[src/ise_pkg.sv]
// Package with the shared types and constants of the insertion sort engine.
`timescale 1ns / 1ps

package ise_pkg;

   localparam int DEPTH_DEFAULT = 16;
   localparam int DATA_WIDTH    = 32;

   typedef struct packed {
      logic signed [DATA_WIDTH-1:0] value;
      logic                         last;
   } req_type;

   typedef struct packed {
      logic signed [DATA_WIDTH-1:0] sorted_value;
      logic                         final_res;
      logic                         overflowed;
   } rsp_type;

   typedef enum logic [1:0] {
      OP_HOLD   = 2'd0,
      OP_INSERT = 2'd1,
      OP_SHIFT  = 2'd2
   } cell_op_type;

   typedef struct packed {
      cell_op_type                  op;
      logic signed [DATA_WIDTH-1:0] value;
   } cell_ctl_type;

   typedef enum logic [1:0] {
      ST_FILL  = 2'b01,
      ST_DRAIN = 2'b10
   } state_type;

endpackage

[src/ise_cell.sv]
// One cell of the sorting chain, holding a single stored value.
`timescale 1ns / 1ps

module ise_cell
   import ise_pkg::*;
(
   input  logic                         clock,
   input  cell_ctl_type                 ctl,
   input  logic                         valid,
   input  logic                         below_valid,
   input  logic                         below_gt,
   input  logic signed [DATA_WIDTH-1:0] below_value,
   input  logic signed [DATA_WIDTH-1:0] above_value,
   output logic                         gt,
   output logic signed [DATA_WIDTH-1:0] value
);

   logic signed [DATA_WIDTH-1:0] value_ff;
   logic signed [DATA_WIDTH-1:0] value_in;

   assign gt    = valid && (value_ff > ctl.value);
   assign value = value_ff;

   always_comb begin
      value_in = value_ff;
      case (ctl.op)
         OP_INSERT: begin
            if (below_gt) begin
               value_in = below_value;
            end else if (gt || (!valid && below_valid)) begin
               value_in = ctl.value;
            end
         end
         OP_SHIFT: begin
            value_in = above_value;
         end
         default: begin
            value_in = value_ff;
         end
      endcase
   end

   always_ff @(posedge clock) begin
      value_ff <= value_in;
   end

endmodule

[src/insertion_sort_engine_top.sv]
// Top level of the insertion sort engine: cell chain, fill count and drain control.
//
//   Channel  Direction  Payload    Handshake
//   req_     in         req_type   req_valid / req_stall
//   rsp_     out        rsp_type   rsp_valid / rsp_stall
//
// While a batch fills, one value is taken per cycle; every cell compares it with its
// own entry at once and the chain shifts in one step.
// The transaction flagged last is followed by one result per cycle while rsp_stall is
// low; the chain shifts down toward cell zero on each result, and req_stall stays high
// until the final result of the batch has gone out.
// Reset empties the chain and clears the overflow flag.
`timescale 1ns / 1ps

module insertion_sort_engine_top
   import ise_pkg::*;
#(
   parameter int DEPTH = DEPTH_DEFAULT
) (
   input  logic    clock,
   input  logic    reset,
   input  logic    req_valid,
   output logic    req_stall,
   input  req_type req_data,
   output logic    rsp_valid,
   input  logic    rsp_stall,
   output rsp_type rsp_data
);

   localparam int CW = $clog2(DEPTH + 1);

   state_type    state_ff, state_in;
   logic [CW-1:0] fill_ff, fill_in;
   logic          ovf_ff, ovf_in;
   cell_ctl_type  ctl;
   logic          req_acc, rsp_acc, full;

   logic                         cell_valid [DEPTH];
   logic                         cell_gt    [DEPTH];
   logic signed [DATA_WIDTH-1:0] cell_value [DEPTH];

   assign full      = (fill_ff == CW'(DEPTH));
   assign req_stall = (state_ff != ST_FILL);
   assign rsp_valid = (state_ff == ST_DRAIN);
   assign req_acc   = req_valid && !req_stall;
   assign rsp_acc   = rsp_valid && !rsp_stall;

   assign rsp_data.sorted_value = cell_value[0];
   assign rsp_data.final_res    = (fill_ff == CW'(1));
   assign rsp_data.overflowed   = ovf_ff;

   always_comb begin
      ctl.value = req_data.value;
      ctl.op    = OP_HOLD;
      if (req_acc && !full) begin
         ctl.op = OP_INSERT;
      end else if (rsp_acc) begin
         ctl.op = OP_SHIFT;
      end
   end

   always_comb begin
      state_in = state_ff;
      fill_in  = fill_ff;
      ovf_in   = ovf_ff;
      case (state_ff)
         ST_FILL: begin
            if (req_acc) begin
               if (full) begin
                  ovf_in = 1'b1;
               end else begin
                  fill_in = fill_ff + CW'(1);
               end
               if (req_data.last) begin
                  state_in = ST_DRAIN;
               end
            end
         end
         ST_DRAIN: begin
            if (rsp_acc) begin
               fill_in = fill_ff - CW'(1);
               if (fill_ff == CW'(1)) begin
                  state_in = ST_FILL;
                  ovf_in   = 1'b0;
               end
            end
         end
         default: begin
            state_in = ST_FILL;
         end
      endcase
   end

   always_ff @(posedge clock) begin
      if (reset) begin
         state_ff <= ST_FILL;
         fill_ff  <= '0;
         ovf_ff   <= 1'b0;
      end else begin
         state_ff <= state_in;
         fill_ff  <= fill_in;
         ovf_ff   <= ovf_in;
      end
   end

   for (genvar i = 0; i < DEPTH; i++) begin : g_cell
      assign cell_valid[i] = (CW'(i) < fill_ff);

      ise_cell u_cell (
         .clock       (clock),
         .ctl         (ctl),
         .valid       (cell_valid[i]),
         .below_valid ((i == 0) ? 1'b1 : cell_valid[(i == 0) ? 0 : i - 1]),
         .below_gt    ((i == 0) ? 1'b0 : cell_gt[(i == 0) ? 0 : i - 1]),
         .below_value (cell_value[(i == 0) ? 0 : i - 1]),
         .above_value (cell_value[(i == DEPTH - 1) ? i : i + 1]),
         .gt          (cell_gt[i]),
         .value       (cell_value[i])
      );
   end

endmodule
[config.mk]
export PLATFORM = sky130hd
export DESIGN_NAME = insertion_sort_engine_top
export DESIGN_NICKNAME = d
export VERILOG_FILES = /design/src/ise_pkg.sv /design/src/ise_cell.sv /design/src/insertion_sort_engine_top.sv
export SDC_FILE = /design/constraint.sdc
export NUM_CORES = 2
export LEC_CHECK = 0
export BUFFER_PORTS_ARGS = -buffer_cell sky130_fd_sc_hd__buf_2
export CAP_MARGIN = 20
export CORE_ASPECT_RATIO = 0.5
export CORE_MARGIN = 2
export CORE_UTILIZATION = 50
export DETAILED_ROUTE_END_ITERATION = 12
export HOLD_SLACK_MARGIN = 0.05
export PLACE_DENSITY_LB_ADDON = 0.05
export SYNTH_ARGS = -nofsm -noshare
export SYNTH_HDL_FRONTEND = slang
export SYNTH_SLANG_ARGS = --single-unit
export TNS_END_PERCENT = 30
[constraint.sdc]
create_clock -name clock -period 9.1 [get_ports clock]
set_clock_uncertainty 0.15 [all_clocks]
set_input_delay 2.275 -clock clock [delete_from_list [all_inputs] [get_ports clock]]
set_output_delay 2.275 -clock clock [all_outputs]
set_load 0.01 [all_outputs]
==> impl_metrics.csv <==
group,metric,value,unit
floorplanning,die-area,76800,um^2
grt,grt_pass1_wl,189000,um
detailed_routing,dr.max_layer_used,"met4",
synth,syn_area_per_cell,9.96,um^2
sta,report.final.slew_viol_count,0,
synth,synth-xor-area-share,0.118,%
sta,fin_ws,2.63,ns
sta,setup_viol,0,
worst_setup_path,path_max_fanout,21,
synth,seq_area_frac_synth,41.7,%
synth,synth-simple-area-share,15.2,%
run,max-cap-violations,0,
detailed_routing,met2WireLength,46400,um
grt,grt_max_degree,180,
synth,yosys.area_share.adder,17.3,%
clock_network,clkSinkCount,520,
final_layout,stdcell_area,40200,um^2
hold_path,min_path_cells,2,
placed_design,place_congestion,0.968,
clock_network,root_buffer,"clkbuf_16",
placed_design,port_buffers,72,
sta,min_period_over_period,71.1,%
pwr,ir_worst_vdd,139,uV
final_layout,nNetsFinal,4216,
worst_setup_path,worstPathArrival,6.64,ns
final_layout,fin_cells,4680,
synth,synth_fp_nets,4290,
grt,grt_pass1_vias,28500,
worst_setup_path,required,9.27,ns
detailed_routing,first_pass_iters,8,
detailed_routing,drcViolationCount,0,
clock_network,htreeDepth,2,
floorplanning,core_area,73400,um^2
detailed_routing,first_iter_violations,3755,
sta,tightest_slew,1.09,ns
floorplanning,ioPinCount,73,
worst_setup_path,crit_chain,"buf_2 > inv_1 > ha_1 > nand2_1 > nor4_1 > a21boi_0 > o41a_1 > nor3_1 > o21ai_4 > buf_4 > mux2i_1 > o21ai_0",
clock_network,post-cts-setup-buffers,0,
placed_design,placed_area,38400,um^2
grt,antenna_found_initial,3,
sta,finalHoldViolCount,0,
sta,maxSlewHeadroom,27.2,%
clock_network,clk_pin_slew,0.06,ns
synth,synth-edff-count,512,
worst_setup_path,worstSetupPathType,"in -> reg",
worst_setup_path,max_stage_delay,0.66,ns
final_layout,final_common_cell,"nand2_1",
synth,synth_cell_type_count,66,
pwr,finalPower,0.00650,W
sta,max_freq,155,MHz
worst_setup_path,rr_worst_depth,10,
detailed_routing,wl_met3,18000,um
detailed_routing,viasPerCell,6.60,
worst_setup_path,cp_slowest_cell,"o21ai_4",
detailed_routing,routed_wirelength,129000,um
final_layout,syn2layout_area_growth,7.95,%
detailed_routing,ant_nets,0,
final_layout,drive_gt1_share,7.37,%
sta,fin_crit,6.47,ns
sta,rsz0062_at_grt,"no",
synth,synth_area,37200,um^2
placed_design,dp_hpwl,97700,um
synth,synthArstFlopShare,0,%
floorplanning,start_util,50.7,%
floorplanning,core.rowCount,70,
hold_path,min_path_type,"reg -> reg",
synth,synth.area.mux_share,5.77,%
clock_network,ctsHoldBuffers,0,
detailed_routing,wl_met1,63100,um
synth,synth_cells,3738,
clock_network,cts_tree,"built",
placed_design,dp_cells,4578,
worst_setup_path,cp-start-kind,"primary input",
detailed_routing,vias,30900,
grt,grt_usage,33.2,%
detailed_routing,wl_per_cell,27.7,um
placed_design,dp_slack,1.99,ns
worst_setup_path,crit_path_end_kind,"flip-flop",
final_layout,final_cell_mix,"nand2_1 (649), ha_1 (515), edfxtp_1 (512)",
pwr,powerDensity,162,nW/um^2
outcome,outcome,"complete, no violations",
sta,final.setup.tns,0,ns
clock_network,post_cts_resize_count,0,
clock_network,clk_latency,0.65,ns
synth,synth_top_family_by_area,"adder cells",
clock_network,cts_made_buffers,52,
synth,ys_warn_count,0,
floorplanning,die_w,390,um
clock_network,cts.path.max_buffers,3,
grt,overflow,0,
floorplanning,fp.dieH,197,um
synth,ys_ff_latch,520,
synth,ys.flop_type,"edfxtp_1",
synth,synth-compound-area-share,15.9,%
pwr,leakagePower,15.6,nW
==> worst max-delay path, delay by kind of cell <==
family / cells / cell delay (ns)
AO/OA/AOI/OAI: 4 / 1.35
adder cells (fa/ha/maj): 1 / 0.51
buffers and inverters: 3 / 1.44
multiplexers: 1 / 0.24
AND/OR/NAND/NOR: 3 / 0.77
==> cell type report <==
class                      instances  area [um^2]
fill                            6564        33200
clock buffer                      73         1450
tap                              972         1220
inverter                          74          278
sequential                       520        15500
timing repair buffer             133          931
antenna                            3         7.51
multi-input combinational       2883        20500
clock inverter                    22          221
==> cell usage after synthesis (4+ instances only) <==
library cell | n | area share [%]
a211o_1 | 9 | 0.21
nand3b_1 | 4 | 0.081
a31oi_1 | 18 | 0.30
a211oi_1 | 19 | 0.38
clkbuf_1 | 175 | 1.8
o211ai_1 | 296 | 6.0
dfxtp_1 | 8 | 0.43
inv_1 | 74 | 0.75
a221oi_1 | 11 | 0.26
a21o_1 | 49 | 0.99
nand4_1 | 94 | 1.6
and3_1 | 4 | 0.067
a21boi_0 | 12 | 0.24
buf_2 | 22 | 0.30
edfxtp_1 | 512 | 41
or3_1 | 5 | 0.084
o21ai_0 | 226 | 3.0
a2111oi_0 | 7 | 0.16
mux2_2 | 5 | 0.15
buf_1 | 27 | 0.27
mux2i_1 | 167 | 4.5
nor3_1 | 16 | 0.22
a21oi_1 | 203 | 2.7
buf_4 | 33 | 0.67
o32ai_1 | 4 | 0.094
nor2b_1 | 20 | 0.34
o21a_1 | 7 | 0.14
nand2b_1 | 8 | 0.13
nand3_1 | 339 | 4.6
ha_1 | 515 | 17
and4_1 | 23 | 0.54
o31ai_1 | 8 | 0.16
nor4_1 | 13 | 0.22
a2111o_1 | 8 | 0.24
nor2_1 | 60 | 0.61
nand2_1 | 649 | 6.5
mux2_4 | 28 | 1.1
o221ai_1 | 10 | 0.24
==> path summary, 6_finish.rpt <==
path                               start                          to  slack (ns)
max                          req_data[7]  g_cell[13].u_cell.value[7]        2.63
min                               ovf_ff                      ovf_ff        0.38
max reg2reg  g_cell[12].u_cell.value[14]  g_cell[13].u_cell.value[7]        4.64
min reg2reg                       ovf_ff                      ovf_ff        0.38
==> routing by layer <==
layer  GRT usage, %  up-vias
met5              0        -
met4           6.08        0
met3           11.0      115
met2           40.6     1673
met1           54.6    14900
li1               -    14200
==> metrics by stage <==
stage	util (%)	hold slack, ns
final	54.7	0.379
after global routing	54.7	0.416
after CTS	54.6	0.396
after detailed placement	52.3	0.372
after global placement	52.3	0.374
after floorplan	-	0.291
==> state kept, by name, summed over array words and instances (netlist names) <==
name,count
g_cell.u_cell.value,512
state_ff,2
fill_ff,5
ovf_ff,1
==> kinds of logic (layout without fill, tap and decap cells) <==
family,count (synthesis),in the layout
fa+ha+maj,515,515
mux,200,200
xor+xnor,5,5
compound gates,916,916
other cells,0,3
flops,520,520
simple gates,1247,1247
buf+inv,335,302
==> where the power goes <==
group | total, W | switching [W] | internal, W
clock | 0.00225 | 0.00103 | 0.00123
combinational | 0.00117 | 0.000748 | 0.000423
sequential | 0.00308 | 0.000200 | 0.00288
Power figures use the tool's default switching activity.
